==> config.mk <==
export PLATFORM = sky130hd
export DESIGN_NAME = one_wire_bus_master_top
export DESIGN_NICKNAME = d
export VERILOG_FILES = /design/src/rtl/owbm_pkg.sv /design/src/rtl/one_wire_bus_master_top.sv
export SDC_FILE = /design/constraint.sdc
export NUM_CORES = 1
export LEC_CHECK = 0
export BUFFER_PORTS_ARGS = -buffer_cell sky130_fd_sc_hd__buf_2
export CORE_MARGIN = 2
export CORE_UTILIZATION = 30
export DETAILED_ROUTE_END_ITERATION = 16
export SYNTH_ARGS = -nofsm -noshare
export SYNTH_HDL_FRONTEND = slang
export SYNTH_SLANG_ARGS = --single-unit
==> constraint.sdc <==
create_clock -name clk_i -period 6.7 [get_ports clk_i]
set_clock_uncertainty 0.2 [all_clocks]
set_input_delay 1.34 -clock clk_i [delete_from_list [all_inputs] [get_ports clk_i]]
set_output_delay 1.34 -clock clk_i [all_outputs]
set_load 0.01 [all_outputs]
==> src/rtl/owbm_pkg.sv <==
// Shared types, codes and the CRC-8 step for the one-wire bus master.
package owbm_pkg;

  localparam int TIMER_BITS_DEF = 10;
  localparam int DUR_W          = 10;
  localparam int CFG_IDX_W      = 3;
  localparam int CFG_DATA_W     = 10;

  typedef enum logic [1:0] {
    REQ_TICK  = 2'd0,
    REQ_RESET = 2'd1,
    REQ_WRITE = 2'd2,
    REQ_READ  = 2'd3
  } req_e;

  typedef enum logic [CFG_IDX_W-1:0] {
    CFG_RESET_LOW    = 3'd0,
    CFG_PRES_DELAY   = 3'd1,
    CFG_PRES_TAIL    = 3'd2,
    CFG_SLOT_LOW     = 3'd3,
    CFG_READ_DELAY   = 3'd4,
    CFG_SLOT_LEN     = 3'd5,
    CFG_RECOVERY     = 3'd6
  } cfg_idx_e;

  localparam logic [7:0] CRC_POLY = 8'h8C;
  localparam logic [7:0] RX_MSB   = 8'h80;

  typedef struct packed {
    logic       drive_low;
    logic       busy_res;
    logic       done_res;
    logic       presence;
    logic [7:0] rx_byte;
    logic [7:0] crc_value;
    logic       rejected;
  } result_t;

  function automatic logic [7:0] crc8_byte(input logic [7:0] crc, input logic [7:0] b);
    logic [7:0] c;
    c = crc ^ b;
    for (int i = 0; i < 8; i++) begin
      c = c[0] ? ((c >> 1) ^ CRC_POLY) : (c >> 1);
    end
    return c;
  endfunction

endpackage

==> src/rtl/one_wire_bus_master_top.sv <==
// One-wire bus master top level: timing sequencer, CRC-8 and result buffering.
// Every accepted input word (a one-microsecond tick or a command) is handled in the
// cycle it arrives and yields exactly one result word, which is registered in the
// output register, or in a second result register while the output is stalled. The
// block takes one word per clock while not stalled; input stall rises only when both
// result registers are full. Bus timing is counted in tick words, not clocks.
// Configuration writes are accepted in every cycle.
module one_wire_bus_master_top
  import owbm_pkg::*;
#(
  parameter int TimerBits = TIMER_BITS_DEF
) (
  input  logic                  clk_i,
  input  logic                  rst_ni,
  input  logic                  in_valid_i,
  output logic                  in_stall_o,
  input  logic [1:0]            req_type_i,
  input  logic [7:0]            tx_byte_i,
  input  logic                  line_level_i,
  output logic                  out_valid_o,
  input  logic                  out_stall_i,
  output logic                  drive_low_o,
  output logic                  busy_res_o,
  output logic                  done_res_o,
  output logic                  presence_o,
  output logic [7:0]            rx_byte_o,
  output logic [7:0]            crc_value_o,
  output logic                  rejected_o,
  input  logic                  cfg_valid_i,
  output logic                  cfg_ready_o,
  input  logic [CFG_IDX_W-1:0]  cfg_index_i,
  input  logic [CFG_DATA_W-1:0] cfg_data_i
);

  typedef enum logic [3:0] {
    PH_IDLE       = 4'd0,
    PH_RECOVERY   = 4'd1,
    PH_RESET_LOW  = 4'd2,
    PH_RESET_WAIT = 4'd3,
    PH_RESET_TAIL = 4'd4,
    PH_SLOT_START = 4'd5,
    PH_WRITE_HOLD = 4'd6,
    PH_READ_WAIT  = 4'd7,
    PH_READ_REST  = 4'd8
  } phase_e;

  localparam int CmpW = (TimerBits > DUR_W) ? TimerBits : DUR_W;

  function automatic logic [TimerBits-1:0] timer_load(input logic [DUR_W-1:0] d);
    logic [CmpW-1:0] d_ext;
    logic [CmpW-1:0] top_ext;
    d_ext   = CmpW'(d);
    top_ext = CmpW'({TimerBits{1'b1}});
    if (d_ext == '0) begin
      d_ext = CmpW'(1);
    end
    if (d_ext > top_ext) begin
      d_ext = top_ext;
    end
    return d_ext[TimerBits-1:0];
  endfunction

  logic [9:0] rst_low_q;
  logic [7:0] pres_delay_q;
  logic [7:0] pres_tail_q;
  logic [3:0] slot_low_q;
  logic [5:0] read_delay_q;
  logic [6:0] slot_len_q;
  logic [7:0] recovery_q;

  phase_e               phase_q, phase_d;
  req_e                 op_q, op_d;
  logic [TimerBits-1:0] time_q, time_d, tl;
  logic [2:0]           bit_q, bit_d;
  logic [7:0]           shift_q, shift_d;
  logic                 pres_q, pres_d;
  logic [7:0]           crc_q, crc_d;
  logic                 drive_q, drive_d;
  logic [7:0]           rx_q, rx_d;

  logic       in_acc;
  logic       done;
  logic       rej;
  req_e       req;
  logic [6:0] write_rest;
  logic [6:0] read_rest;
  result_t    res;

  logic    out_valid_q, skid_valid_q;
  result_t out_q, skid_q;
  logic    out_free;

  assign req        = req_e'(req_type_i);
  assign in_acc     = in_valid_i && !skid_valid_q;
  assign in_stall_o = skid_valid_q;
  assign out_free   = !out_valid_q || !out_stall_i;
  assign cfg_ready_o = 1'b1;

  assign write_rest = (slot_len_q > 7'(slot_low_q)) ? (slot_len_q - 7'(slot_low_q)) : '0;
  assign read_rest  = (write_rest > 7'(read_delay_q)) ? (write_rest - 7'(read_delay_q)) : '0;

  always_comb begin
    phase_d = phase_q;
    op_d    = op_q;
    time_d  = time_q;
    bit_d   = bit_q;
    shift_d = shift_q;
    pres_d  = pres_q;
    crc_d   = crc_q;
    drive_d = drive_q;
    rx_d    = rx_q;
    done    = 1'b0;
    rej     = 1'b0;
    tl      = (time_q != '0) ? (time_q - 1'b1) : '0;
    if (in_acc) begin
      if (req != REQ_TICK) begin
        if (phase_q != PH_IDLE) begin
          rej = 1'b1;
        end else begin
          op_d    = req;
          bit_d   = '0;
          if (req == REQ_RESET) begin
            crc_d = '0;
          end
          shift_d = (req == REQ_WRITE) ? tx_byte_i : '0;
          phase_d = PH_RECOVERY;
          drive_d = 1'b0;
          time_d  = timer_load(DUR_W'(recovery_q));
        end
      end else if (phase_q != PH_IDLE) begin
        time_d = tl;
        if (tl == '0) begin
          unique case (phase_q)
            PH_RECOVERY: begin
              if (op_q == REQ_RESET) begin
                phase_d = PH_RESET_LOW;
                drive_d = 1'b1;
                time_d  = timer_load(rst_low_q);
              end else begin
                phase_d = PH_SLOT_START;
                drive_d = 1'b1;
                time_d  = timer_load(DUR_W'(slot_low_q));
              end
            end
            PH_RESET_LOW: begin
              phase_d = PH_RESET_WAIT;
              drive_d = 1'b0;
              time_d  = timer_load(DUR_W'(pres_delay_q));
            end
            PH_RESET_WAIT: begin
              pres_d  = !line_level_i;
              phase_d = PH_RESET_TAIL;
              drive_d = 1'b0;
              time_d  = timer_load(DUR_W'(pres_tail_q));
            end
            PH_SLOT_START: begin
              if (op_q == REQ_WRITE) begin
                phase_d = PH_WRITE_HOLD;
                drive_d = !shift_q[0];
                time_d  = timer_load(DUR_W'(write_rest));
              end else begin
                phase_d = PH_READ_WAIT;
                drive_d = 1'b0;
                time_d  = timer_load(DUR_W'(read_delay_q));
              end
            end
            PH_READ_WAIT: begin
              shift_d = (shift_q >> 1) | (line_level_i ? RX_MSB : 8'h00);
              phase_d = PH_READ_REST;
              drive_d = 1'b0;
              time_d  = timer_load(DUR_W'(read_rest));
            end
            PH_WRITE_HOLD, PH_READ_REST: begin
              if (phase_q == PH_WRITE_HOLD) begin
                shift_d = shift_q >> 1;
              end else if (bit_q == 3'd7) begin
                rx_d  = shift_q;
                crc_d = crc8_byte(crc_q, shift_q);
              end
              if (bit_q == 3'd7) begin
                phase_d = PH_IDLE;
                drive_d = 1'b0;
                time_d  = '0;
                done    = 1'b1;
              end else begin
                bit_d   = bit_q + 3'd1;
                phase_d = PH_RECOVERY;
                drive_d = 1'b0;
                time_d  = timer_load(DUR_W'(recovery_q));
              end
            end
            PH_RESET_TAIL: begin
              phase_d = PH_IDLE;
              drive_d = 1'b0;
              time_d  = '0;
              done    = 1'b1;
            end
            default: begin
              phase_d = PH_IDLE;
              drive_d = 1'b0;
              time_d  = '0;
            end
          endcase
        end
      end
    end
  end

  always_comb begin
    res.drive_low = drive_d;
    res.busy_res  = (phase_d != PH_IDLE);
    res.done_res  = done;
    res.presence  = pres_d;
    res.rx_byte   = rx_d;
    res.crc_value = crc_d;
    res.rejected  = rej;
  end

  always_ff @(posedge clk_i or negedge rst_ni) begin
    if (!rst_ni) begin
      rst_low_q    <= 10'd500;
      pres_delay_q <= 8'd30;
      pres_tail_q  <= 8'd240;
      slot_low_q   <= 4'd2;
      read_delay_q <= 6'd10;
      slot_len_q   <= 7'd60;
      recovery_q   <= 8'd2;
      phase_q      <= PH_IDLE;
      op_q         <= REQ_TICK;
      time_q       <= '0;
      bit_q        <= '0;
      shift_q      <= '0;
      pres_q       <= 1'b0;
      crc_q        <= '0;
      drive_q      <= 1'b0;
      rx_q         <= '0;
      out_valid_q  <= 1'b0;
      skid_valid_q <= 1'b0;
      out_q        <= '0;
      skid_q       <= '0;
    end else begin
      if (cfg_valid_i) begin
        unique case (cfg_idx_e'(cfg_index_i))
          CFG_RESET_LOW:  rst_low_q    <= cfg_data_i[9:0];
          CFG_PRES_DELAY: pres_delay_q <= cfg_data_i[7:0];
          CFG_PRES_TAIL:  pres_tail_q  <= cfg_data_i[7:0];
          CFG_SLOT_LOW:   slot_low_q   <= cfg_data_i[3:0];
          CFG_READ_DELAY: read_delay_q <= cfg_data_i[5:0];
          CFG_SLOT_LEN:   slot_len_q   <= cfg_data_i[6:0];
          CFG_RECOVERY:   recovery_q   <= cfg_data_i[7:0];
          default: begin
          end
        endcase
      end
      phase_q <= phase_d;
      op_q    <= op_d;
      time_q  <= time_d;
      bit_q   <= bit_d;
      shift_q <= shift_d;
      pres_q  <= pres_d;
      crc_q   <= crc_d;
      drive_q <= drive_d;
      rx_q    <= rx_d;
      if (out_free) begin
        if (skid_valid_q) begin
          out_q        <= skid_q;
          out_valid_q  <= 1'b1;
          skid_valid_q <= 1'b0;
        end else if (in_acc) begin
          out_q       <= res;
          out_valid_q <= 1'b1;
        end else begin
          out_valid_q <= 1'b0;
        end
      end else if (in_acc) begin
        skid_q       <= res;
        skid_valid_q <= 1'b1;
      end
    end
  end

  assign out_valid_o = out_valid_q;
  assign drive_low_o = out_q.drive_low;
  assign busy_res_o  = out_q.busy_res;
  assign done_res_o  = out_q.done_res;
  assign presence_o  = out_q.presence;
  assign rx_byte_o   = out_q.rx_byte;
  assign crc_value_o = out_q.crc_value;
  assign rejected_o  = out_q.rejected;

endmodule

=== Word-level counts from Yosys, hierarchy flattened ===
Cells that the tools add are included.

* Logic and storage cells: 270
* Output and inout bits: 24
* Bits in registers: 140
* Input bits: 29

* Reductions and logical operators: 41
* Muxes and demuxes: 148
* $lt $le $gt $ge: 11
* Bitwise operators: 12
* Eq/ne operators: 22
* Add/sub/neg operators: 4

{| class="wikitable"
|+ Operators by type and width
! kind !! count
|-
| $mux W10 || 66
|-
| $mux W8 || 34
|-
| $gt A10 B10 Y1 const B || 9
|-
| $pmux W10 S6 || 1
|-
| $mux W21 || 2
|-
| $mux W7 || 4
|-
| $logic_not A8 Y1 || 3
|-
| $mux W4 || 6
|-
| $not A2 Y3 || 8
|-
| $pmux W4 S6 || 1
|-
| $mux W1 || 23
|-
| $mux W3 || 7
|-
| $logic_not A10 Y1 || 2
|-
| $reduce_and A2 Y1 || 9
|-
| $eq A4 B3 Y1 const B || 4
|-
| $pmux W8 S2 || 1
|-
| $logic_not A7 Y1 || 2
|-
| $eq A3 B3 Y1 const B || 4
|-
| $reduce_and A6 Y1 || 2
|-
| $reduce_bool A2 Y1 || 6
|-
| $reduce_bool A10 Y1 || 1
|-
| $sub A10 B1 Y10 const B || 1
|-
| $eq A4 B2 Y1 const B || 2
|-
| $or A7 B8 Y8 || 1
|-
| 27 further kinds || 39
|}

=== Depth between registers and ports, before layout ===
Gate-level depths: netlist of run 1.

* Word-level depth: 26
* Mapped depth: 16
* Mapped depth without buffers: 16

=== Least setup slack after synthesis of run 1 ===
OpenSTA, ideal clock, no wires.

* Kind: input to register
* Start: in req_type_i[1]
* End: reg time_q[6]
* Setup slack: 3.090 ns
* Stages: 10
* Buffers on the path: 4
* Data arrival time: 3.281 ns
* Setup time: 0.129 ns
* Data required time: 6.371 ns
* Cells stage by stage: or2_2 clkbuf_1 clkbuf_1 buf_1 ha_1 and2_1 clkbuf_1 nand2_1 a211oi_1 a21oi_1

* Word-level cells in the longest chain between the ends: 3
* Elaborated cells on any way between the ends: 5
* Those cells by class: eq/ne: 1; mux: 1; reduce/logical: 3

{| class="wikitable"
|+ Ends and longest elaborated chain
! element !! line !! source
|-
| start: declaration || one_wire_bus_master_top.sv:17 || <nowiki>input logic [1:0] req_type_i,</nowiki>
|-
| $reduce_bool A2 Y1 (*) || one_wire_bus_master_top.sv:116 || <nowiki>if (req != REQ_TICK) begin</nowiki>
|-
| $ne A2 B2 Y1 (no source line) / $reduce_bool A2 Y1 (equally long branches) || -- ||
|-
| $reduce_and A3 Y1 (no source line) || -- ||
|-
| end signal: assignment || one_wire_bus_master_top.sv:257 || <nowiki>time_q <= time_d;</nowiki>
|-
| end: declaration || one_wire_bus_master_top.sv:73 || <nowiki>logic [TimerBits-1:0] time_q, time_d, tl;</nowiki>
|}

Every way passes the cells marked *; elsewhere a longest branch is shown, timed or not.
A chain may end at the register's enable or synchronous reset.

=== Worst setup path in the final report of run 1 ===
* Start: reg time_q[0]
* End: reg out_q, in the netlist rx_byte_o[2]

* Word-level cells in the longest chain between the ends: 9
* Elaborated cells on any way between the ends: 10
* Those cells by class: add/sub: 1; mux: 7; reduce/logical: 2

{| class="wikitable"
|+ Ends and longest elaborated chain
! element !! line !! source
|-
| $sub A10 B1 Y10 / $reduce_bool A10 Y1 (equally long branches) || one_wire_bus_master_top.sv:114 || <nowiki>tl = (time_q != '0) ? (time_q - 1'b1) : '0;</nowiki>
|-
| $mux W10 (*) || one_wire_bus_master_top.sv:114 ||
|-
| $logic_not A10 Y1 (*) || one_wire_bus_master_top.sv:132 || <nowiki>if (tl == '0) begin</nowiki>
|-
| $mux W8 (*) || one_wire_bus_master_top.sv:132 ||
|-
| $mux W8 (*) || one_wire_bus_master_top.sv:130 || <nowiki>end else if (phase_q != PH_IDLE) begin</nowiki>
|-
| $mux W8 (*) || one_wire_bus_master_top.sv:116 ||
|-
| $mux W8 (*) || one_wire_bus_master_top.sv:115 || <nowiki>if (in_acc) begin</nowiki>
|-
| $mux W21 (*) || one_wire_bus_master_top.sv:269 || <nowiki>end else if (in_acc) begin</nowiki>
|-
| $mux W21 (*) || one_wire_bus_master_top.sv:265 || <nowiki>if (skid_valid_q) begin</nowiki>
|-
| end signal: assignment || one_wire_bus_master_top.sv:266 || <nowiki>out_q <= skid_q;</nowiki>
|-
| end signal: assignment || one_wire_bus_master_top.sv:270 || <nowiki>out_q <= res;</nowiki>
|-
| end: declaration || one_wire_bus_master_top.sv:90 || <nowiki>result_t out_q, skid_q;</nowiki>
|}

Every way passes the cells marked *; elsewhere a longest branch is shown, timed or not. The select of a mux whose other input is x is not followed.

==> results.cfg, run 1 <==
[place]
portBuffers = 51
gp_routability_congestion = 0.880
hpwl_mm = 15.1

[synthesis]
syn-cell-area_mm2 = 0.00792
synth_compound_area_share_pct = 16.6
synth_top_family_by_area = compound AO/OA/AOI/OAI gates
ys_seq_area_share_pct = 44.6
synth_edf_count = 0
synth_cell_type_count = 75
syn_area_per_cell_um2 = 9.81
synthSimpleGateAreaFrac_pct = 16.3
async_reset_ff_share_pct = 100
ys.warnings.count = 0
muxShareOfSynthArea_pct = 11.6
syn-num-nets = 854
synth_xor_xnor_area_share_pct = 3.65
postSynthCellCount = 807
ys_ff_latch = 140
ys.flop_type = dfrtp_1
synthAdderAreaFrac_pct = 2.94

[setup_path]
cp_data_arrival_time_ns = 4.46
critPathKind = reg -> reg
worstRegToRegCells = 9
critPathSlowestCell = and3_1
regToRegSetupSlack_ns = 2.34
worstPathMaxFanout = 15
rr_startpoint = time_q[0]
critPathLaunchType = flip-flop
rr_endpoint = rx_byte_o[2]
slowest_delay_ns = 0.79
path_cells = inv_1 -> ha_1 -> nor3b_1 -> nand4b_1 -> a211oi_4 -> and3_1 -> and3_1 -> mux2i_1 -> o21ai_0
crit_path_frequent_cell = and3_1
endpoint_kind = flip-flop
cp_data_required_time_ns = 6.80

[sta]
final.min_clock_period_ns = 4.36
rsz0062_at_grt = no
final_hold_viol_count = 0
fmax_mhz = 229
setup_viol = 0
slew_violations = 0
slew_headroom_pct = 24.1
worst_pin_slew_ns = 1.14
setup_tns_ns = 0
period_share_pct = 65.1

[floorplan]
die-width_um = 166
io_pins = 53
die-area_mm2 = 0.0277
rows = 59
start_util_pct = 30.5
coreArea_mm2 = 0.0260
die_h_um = 166

[drt]
vias = 6367
via_per_inst = 5.32
first_pass_iters = 7
drt_iter0_markers = 609
postRouteAntennaNets = 0
finalWirelength_mm = 21.1
routedWlPerCell_um = 17.6
route.detailed.drc = 0

[power_and_ir_drop]
ir_drop_mv = 0.189
p_total_mw = 3.58
p_leak_nw = 4.03
pwr_density_cell_mw_per_mm2 = 393

[final_layout]
drive_above_1_share_pct = 22.0
fill_cells = 2679
post-route-util_pct = 35.0
antenna_cells = 0
num-nets-final = 896
area_growth_pct = 15.1

[global_routing]
grt.overflow.total = 0
grt_use_total_pct = 15.3
grt_max_degree = 85
grt_pass1_vias = 6178
grt_pass1_wl_mm = 34.2
antenna_found_initial = 0

[clock_network]
cts_tree = yes
cts_hold_buf = 0
clkTransAtPathRegs_ns = 0.07
cts_made_buffers = 17
cts.path.max_buffers = 2
cts_resized = 0
cts_sinks = 140
postCtsSetupRepairBufs = 0
clkLatencyLatePin_ns = 0.43
htree_num_levels = 4
root_buffer = clkbuf_16

[run_status]
outcome = finished clean

[job]
drv_cap = 0

[worst_hold_path]
hold_depth = 2
min_path_type = reg -> reg
min_to = skid_q[4]
min-delay-start = skid_q[4]
cells by family (layout without fill, tap and decap cells):
kind of cell | count (synthesis) | after routing
simple gates | 248 | 248
compound gates | 203 | 203
flops | 140 | 140
mux | 84 | 84
buf+inv | 80 | 135
xor+xnor | 33 | 33
fa+ha+maj | 18 | 18
other cells | 1 | 1
synthesized netlist by cell type, drive strengths merged, types with 7 or more instances:
cell type    n  share of area [%]
mux2i       24                3.0
nor2        44                2.1
a211oi       7               0.82
ha          17                2.7
xor2        12                1.3
a21oi       36                2.3
mux2        60                8.5
or3          7               0.55
a31oi       14                1.1
nor3        25                1.6
dfrtp      118                 37
nand3       12               0.82
and3        26                2.1
o21ai       76                4.8
clkbuf      30                1.4
nor4         8               0.63
dfstp       22                7.3
xnor2       21                2.3
a22oi        9               0.92
inv         41                1.9
nand2b       9               0.71
nand2       72                3.4
buf          8               0.90
nor2b       10               0.79
state kept, by name, indices dropped and copies added (netlist names), 3 cells and up:
signal        cells
phase_q           4
crc_value_o       8
slot_low_q        4
crc_q             8
rx_q              8
recovery_q        8
bit_q             3
read_delay_q      6
rx_byte_o         8
time_q           10
pres_tail_q       8
slot_len_q        7
skid_q           21
rst_low_q        10
shift_q           8
pres_delay_q      8
stage by stage:
stage | hold slack (ns) | setup WS, ns | cell area, µm² | std cells
after detailed placement | 0.263 | 2.38 | 8490 | 1165
after floorplan | 0.242 | 3.09 | 7920 | 807
after global placement | 0.254 | 2.45 | 8490 | 1165
after CTS | 0.279 | 2.38 | 9110 | 1197
final | 0.276 | 2.34 | 9110 | 1197
after global routing | 0.305 | 2.00 | 9110 | 1197
placed cells by master (no fill, tap or decap), drive strengths merged, types with 12 or more instances in the layout:
master and instances:
nor3 25, ha 17, a21oi 36, clkbuf 17, nand2 72, dfrtp 118
mux2 60, nor2 44, xor2 12, a31oi 14, inv 49, mux2i 24
o21ai 76, dfstp 22, and3 26, xnor2 21, nand3 12, buf 61
where the power goes:
group / leakage, nW / internal [mW] / switching [mW]
clock network: 0.301 / 0.569 / 0.426
registers: 1.78 / 1.02 / 0.207
logic: 1.95 / 0.568 / 0.796
routing by layer:
metal / vias up / global-route usage, % / part of all wire [%]
li1: 3039 / - / -
met1: 3131 / 21.5 / 47
met2: 168 / 24.2 / 47
met3: 29 / 2.99 / 4.5
met4: 0 / 4.16 / 1.6
met5: - / 0 / 0
worst max-delay path, delay by kind of cell, from the launching register on:
family                   cells  cell delay, ns
AO/OA/AOI/OAI                2            0.60
adder cells (fa/ha/maj)      1            0.25
buffers and inverters        1            0.12
multiplexers                 1            0.34
AND/OR/NAND/NOR              4            2.30
flip-flops                   1            0.43
worst max-delay path by stage:
stage | from | to | slack [ns]
2_1_floorplan | req_type_i[1] | time_q[6] | 3.09
6_report | time_q[0] | rx_byte_o[2] | 2.34
5_1_grt | time_q[0] | skid_q[14] | 2.00
4_1_cts | time_q[0] | rx_byte_o[2] | 2.38
3_3_place_gp | req_type_i[1] | time_q[0] | 2.45
3_5_place_dp | time_q[0] | rx_byte_o[2] | 2.38
cell type report:
cell class	count	area (µm²)	share of cell area (%)
flip-flops and latches	140	3530	38.8
inverters	42	158	1.73
repair buffers	61	337	3.70
multi-input cells	587	4040	44.4
clock buffers	17	425	4.67
clock inverters	15	195	2.14
well taps	335	419	4.60
Power figures use the tool's default switching activity.
==> inputs of run 2 (changes only) <==
--- a/config.mk
+++ b/config.mk
@@ -5,6 +5,7 @@
 export SDC_FILE = /design/constraint.sdc
 export NUM_CORES = 1
 export LEC_CHECK = 0
+export ABC_AREA = 1
 export BUFFER_PORTS_ARGS = -buffer_cell sky130_fd_sc_hd__buf_2
 export CORE_MARGIN = 2
 export CORE_UTILIZATION = 30
==> constraint.sdc (replaced) <==
create_clock -name clk_i -period 4.5 [get_ports clk_i]
set_clock_uncertainty 0.2 [all_clocks]
set_input_delay 0.9 -clock clk_i [delete_from_list [all_inputs] [get_ports clk_i]]
set_output_delay 0.9 -clock clk_i [all_outputs]
set_load 0.01 [all_outputs]
==> results.cfg, run 2 <==
[run_status]
outcome = finished clean

[synthesis]
ys_seq_area_share_pct = 45.5
yosys-top-cells-area = dfrtp_1, nand2_1, o21ai_0
synth_edf_count = 0
async_reset_ff_share_pct = 100
ys_ff_latch = 140
synth_top_area_share_pct = 38.0
syn_area_per_cell_um2 = 7.72
ys.flop_type = dfrtp_1
syn-cell-area_mm2 = 0.00777
synth_area_leader_cell = dfrtp_1
ys.warnings.count = 0
postSynthCellCount = 1006
yosys-top-cells-count = nand2_1, o21ai_0, inv_1
yosysMostFrequentCell = nand2_1
synth_cell_type_count = 49
syn-num-nets = 1053

[setup_path]
critPathLaunchType = flip-flop
worstPathMaxFanout = 6
cp_data_arrival_time_ns = 3.97
crit_path_frequent_cell = nand2_1
timing.critical_path.buf_inv = 2
endpoint_kind = flip-flop
critPathSlowestCell = dfstp_2
path_cells = inv_1 -> ha_1 -> nand3_1 -> nand2_1 -> nand2_1 -> nand2_1 -> nand2_1 -> nor3b_1 -> ha_1 -> a21oi_1 -> o21bai_1 -> a21oi_1 -> nand2_1 -> xor2_1 -> inv_1 -> nor2_1 -> nand2_1 -> nand2_1 -> nand2_1 -> a21oi_1 -> o21ai_0 -> o21ai_0
critPathKind = reg -> reg
slowest_delay_ns = 0.55
cp_data_required_time_ns = 4.64
crit_family = simple AND/OR/NAND/NOR gates

[drt]
first_pass_iters = 5
finalWirelength_mm = 20.8
drt_iter0_markers = 559
routedWlPerCell_um = 14.9
route.detailed.drc = 0
postRouteAntennaNets = 0
via_per_inst = 4.90
vias = 6857

[final_layout]
post-route-util_pct = 35.5
final_common_cell = nand2_1
num-nets-final = 1103
antenna_cells = 0
top_register = skid_q
final_cell_mix = nand2_1, o21ai_0, inv_1
fill_cells = 2577
largest_register_ffs = 21
area_growth_pct = 15.9
drive_above_1_share_pct = 13.4
reg_top3 = skid_q (21), rst_low_q (10), time_q (10)

[global_routing]
grt_use_met2_pct = 25.6
grt_pass1_wl_mm = 34.3
grt_max_degree = 72
antenna_found_initial = 0
use_met1_pct = 22.4
grt_use_total_pct = 16.0
busiest_layer = met2
grt_pass1_vias = 6594
grtUsageMet3_pct = 2.13
grt.overflow.total = 0

[clock_network]
cts_sinks = 140
cts_resized = 0
htree_num_levels = 4
postCtsSetupRepairBufs = 0
cts_hold_buf = 0
cts_made_buffers = 17
cts_tree = yes
clkTransAtPathRegs_ns = 0.07
clkLatencyLatePin_ns = 0.43
root_buffer = clkbuf_16
cts.path.max_buffers = 2

[floorplan]
die-area_mm2 = 0.0272
die-width_um = 165
io_pins = 53
start_util_pct = 30.7
coreArea_mm2 = 0.0253
rows = 58
die_h_um = 165

[sta]
setup_tns_ns = 0
final.min_clock_period_ns = 3.83
slew_violations = 0
final_hold_viol_count = 0
setup_viol = 0
worst_pin_slew_ns = 0.939
fmax_mhz = 261
rsz0062_at_grt = no
slew_headroom_pct = 37.4
period_share_pct = 85.0

[power_and_ir_drop]
p_leak_nw = 4.33
pwr_density_cell_mw_per_mm2 = 589
ir_drop_mv = 0.287

[place]
gp_routability_congestion = 0.868
portBuffers = 51
hpwl_mm = 15.1

[worst_hold_path]
min_path_type = in -> async

[job]
drv_cap = 0
[run 2: changes by cell type after synthesis, moves of 14 or more]
cell	before	now
o21ai_0	66	128
nand2_1	72	257
nor3_1	24	10
nor2_1	44	89
nand3_1	11	38
and3_1	26	0
inv_1	41	120
mux2i_1	24	0
mux2_2	60	2
[run 2: stage by stage]
stage	cell area [µm²]	setup WS [ns]	hold slack (ns)	cells	power [mW]
floorplan	7770	1.18	0.242	1006	3.26
global placement	8390	0.867	0.258	1367	3.80
detailed placement	8390	0.760	0.261	1367	3.82
CTS	9000	0.724	0.280	1399	5.32
global route	9000	0.230	0.294	1399	5.70
finish	9000	0.673	0.272	1399	5.30
[run 2: area by class of cell]
cell class / instances / area, µm² / area share (%)
clock buffer: 18 / 439 / 4.88
clock inverter: 14 / 174 / 1.93
inverter: 126 / 478 / 5.31
multi-input combinational: 712 / 3630 / 40.4
sequential: 140 / 3530 / 39.2
tap: 330 / 413 / 4.59
timing repair buffer: 59 / 334 / 3.71
[run 2: cells by family (layout without fill, tap and decap cells)]
group / after synthesis / in the layout / share of synthesized area, %
AO/OA/AOI/OAI: 230 / 230 / 16.8
XOR/XNOR: 27 / 27 / 3.04
adder cells (fa/ha/maj): 18 / 18 / 3.00
buffers and inverters: 154 / 217 / 7.78
flip-flops: 140 / 140 / 45.5
multiplexers: 2 / 2 / 0.290
other: 1 / 1 / 0.0483
AND/OR/NAND/NOR: 434 / 434 / 23.6
[run 2: worst paths after layout]
kind,slack (ns),start,cells after the start,endpoint
worst min-delay path,0.27,rst_ni,1,skid_q[12]
worst max register to register,0.67,slot_low_q[1],22,time_q[6]
worst min register to register,0.27,crc_value_o[7],2,crc_value_o[7]
min in group clk_i,0.27,crc_value_o[7],2,crc_value_o[7]
max in group asynchronous,2.97,rst_ni,2,rst_low_q[4]
worst max-delay path,0.67,slot_low_q[1],22,time_q[6]
[run 2: power by group]
group	switching, mW	total [mW]	internal [mW]
Combinational	1.32	2.06	0.741
Clock	0.618	1.47	0.855
Sequential	0.225	1.77	1.54
Total	2.16	5.30	3.14
[run 2: routing by layer]
layer	vias up	part of all wire, %
met5	-	0
met4	0	1.8
met3	26	3.3
met2	130	47
met1	3288	48
li1	3413	-
==> inputs of run 3 (changes only) <==
--- a/config.mk
+++ b/config.mk
@@ -10,6 +10,8 @@
 export CORE_MARGIN = 2
 export CORE_UTILIZATION = 30
 export DETAILED_ROUTE_END_ITERATION = 16
+export HOLD_SLACK_MARGIN = 0.15
+export MAX_ROUTING_LAYER = met4
 export SYNTH_ARGS = -nofsm -noshare
 export SYNTH_HDL_FRONTEND = slang
 export SYNTH_SLANG_ARGS = --single-unit
==> results.cfg, run 3 (synthesized netlist as in run 2, its figures left out) <==
[worst_hold_path]
hold_depth = 2
min_path_type = reg -> reg
min_to = pres_tail_q[0]
min-delay-start = pres_tail_q[0]

[place]
portBuffers = 51
post-place-ws_ns = 0.739
gp_routability_congestion = 0.894
hpwl_mm = 15.2

[job]
drv_cap = 0

[global_routing]
grt.overflow.total = 0
grt_use_total_pct = 16.6
grt_pass1_wl_mm = 34.4
grt_pass1_vias = 6693
antenna_found_initial = 0
grt_max_degree = 88

[floorplan]
die-area_mm2 = 0.0272
rows = 58
start_util_pct = 30.7
die-width_um = 165
io_pins = 53
die_h_um = 165
coreArea_mm2 = 0.0253

[final_layout]
antenna_cells = 0
area_growth_pct = 15.4
reg_top3 = skid_q (21), rst_low_q (10), time_q (10)
final_cell_mix = nand2_1, o21ai_0, inv_1
drive_above_1_share_pct = 13.3
num-nets-final = 1103
top_register = skid_q
final_common_cell = nand2_1
largest_register_ffs = 21

[sta]
slew_headroom_pct = 28.5
worst_slack_ns = 0.703
worst_pin_slew_ns = 1.07
fmax_mhz = 263
final_hold_viol_count = 0
setup_viol = 0
period_share_pct = 84.4
hold_slack_ns = 0.278
final.min_clock_period_ns = 3.80
rsz0062_at_grt = no
slew_violations = 0
setup_tns_ns = 0

[setup_path]
cp_data_required_time_ns = 4.64
crit_path_frequent_cell = nand2_1
endpoint_kind = flip-flop
worstPathMaxFanout = 6
slowest_delay_ns = 0.54
cp_data_arrival_time_ns = 3.94
worstRegToRegCells = 22
path_cells = inv_1 -> ha_1 -> nand3_1 -> nand2_1 -> nand2_1 -> nand2_1 -> nand2_1 -> nor3b_1 -> ha_1 -> a21oi_1 -> o21bai_1 -> a21oi_1 -> nand2_1 -> xor2_1 -> inv_1 -> nor2_1 -> nand2_1 -> nand2_1 -> nand2_1 -> a21oi_1 -> o21ai_0 -> o21ai_0
regToRegSetupSlack_ns = 0.70
critPathSlowestCell = dfstp_2
critPathLaunchType = flip-flop
rr_endpoint = time_q[6]
critPathKind = reg -> reg
rr_startpoint = slot_low_q[1]

[drt]
drt_iter0_markers = 485
vias = 6868
via_per_inst = 4.91
first_pass_iters = 5
route.detailed.drc = 0
routedWlPerCell_um = 15.0
postRouteAntennaNets = 0
finalWirelength_mm = 21.0

[clock_network]
clkTransAtPathRegs_ns = 0.06
cts_sinks = 140
root_buffer = clkbuf_16
postCtsSetupRepairBufs = 0
cts_made_buffers = 17
cts_hold_buf = 0
htree_num_levels = 4
clkLatencyLatePin_ns = 0.43
cts_resized = 0
cts.path.max_buffers = 2
cts_tree = yes

[power_and_ir_drop]
ir_drop_mv = 0.272
p_leak_nw = 4.31
pwr_density_cell_mw_per_mm2 = 583

[run_status]
outcome = finished clean
-- run 3: per-layer routing --
layer,track usage (%),part of all wire [%],up-vias
li1,-,-,3424
met1,22.3,49,3276
met2,25.8,46,139
met3,2.39,3.4,29
met4,5.65,1.7,0
met5,-,0,-
-- run 3: final cells by class --
class	instances	area [µm²]
multi-input cells	712	3630
repair buffers	59	334
flip-flops and latches	140	3530
clock inverters	14	148
well taps	330	413
fillers	2575	16400
clock buffers	18	429
inverters	126	478
-- run 3: worst max-delay path by stage --
stage	endpoint	cells after the start	slack (ns)	start
floorplan	time_q[6]	22	1.18	slot_low_q[1]
global placement	time_q[6]	22	0.86	slot_low_q[1]
detailed placement	time_q[6]	22	0.74	slot_low_q[1]
CTS	time_q[6]	22	0.71	slot_low_q[1]
global route	time_q[6]	22	0.18	slot_low_q[1]
finish	time_q[6]	22	0.70	slot_low_q[1]
-- run 3: critical path, delay by kind of cell (launching register included) --
kind,cells,cell delay (ns)
XOR/XNOR,1,0.13
AO/OA/AOI/OAI,6,0.78
buffers and inverters,2,0.13
adder cells (fa/ha/maj),2,0.66
flip-flops,1,0.54
AND/OR/NAND/NOR,11,1.27
-- run 3: per-stage QoR --
stage / utilization [%] / cell area [µm²] / total power [mW] / std cells
3_3_place_gp: 33.1 / 8390 / 3.81 / 1367
6_report: 35.4 / 8960 / 5.22 / 1399
2_1_floorplan: - / 7770 / 3.26 / 1006
4_1_cts: 35.4 / 8960 / 5.24 / 1399
5_1_grt: 35.4 / 8960 / 5.62 / 1399
3_5_place_dp: 33.1 / 8390 / 3.83 / 1367
-- run 3: power breakdown --
part,internal (mW),switching [mW],total [mW],leakage (nW)
sequential,1.54,0.230,1.77,1.72
clock,0.783,0.609,1.39,0.275
combinational,0.741,1.32,2.06,2.32
total,3.07,2.16,5.22,4.31
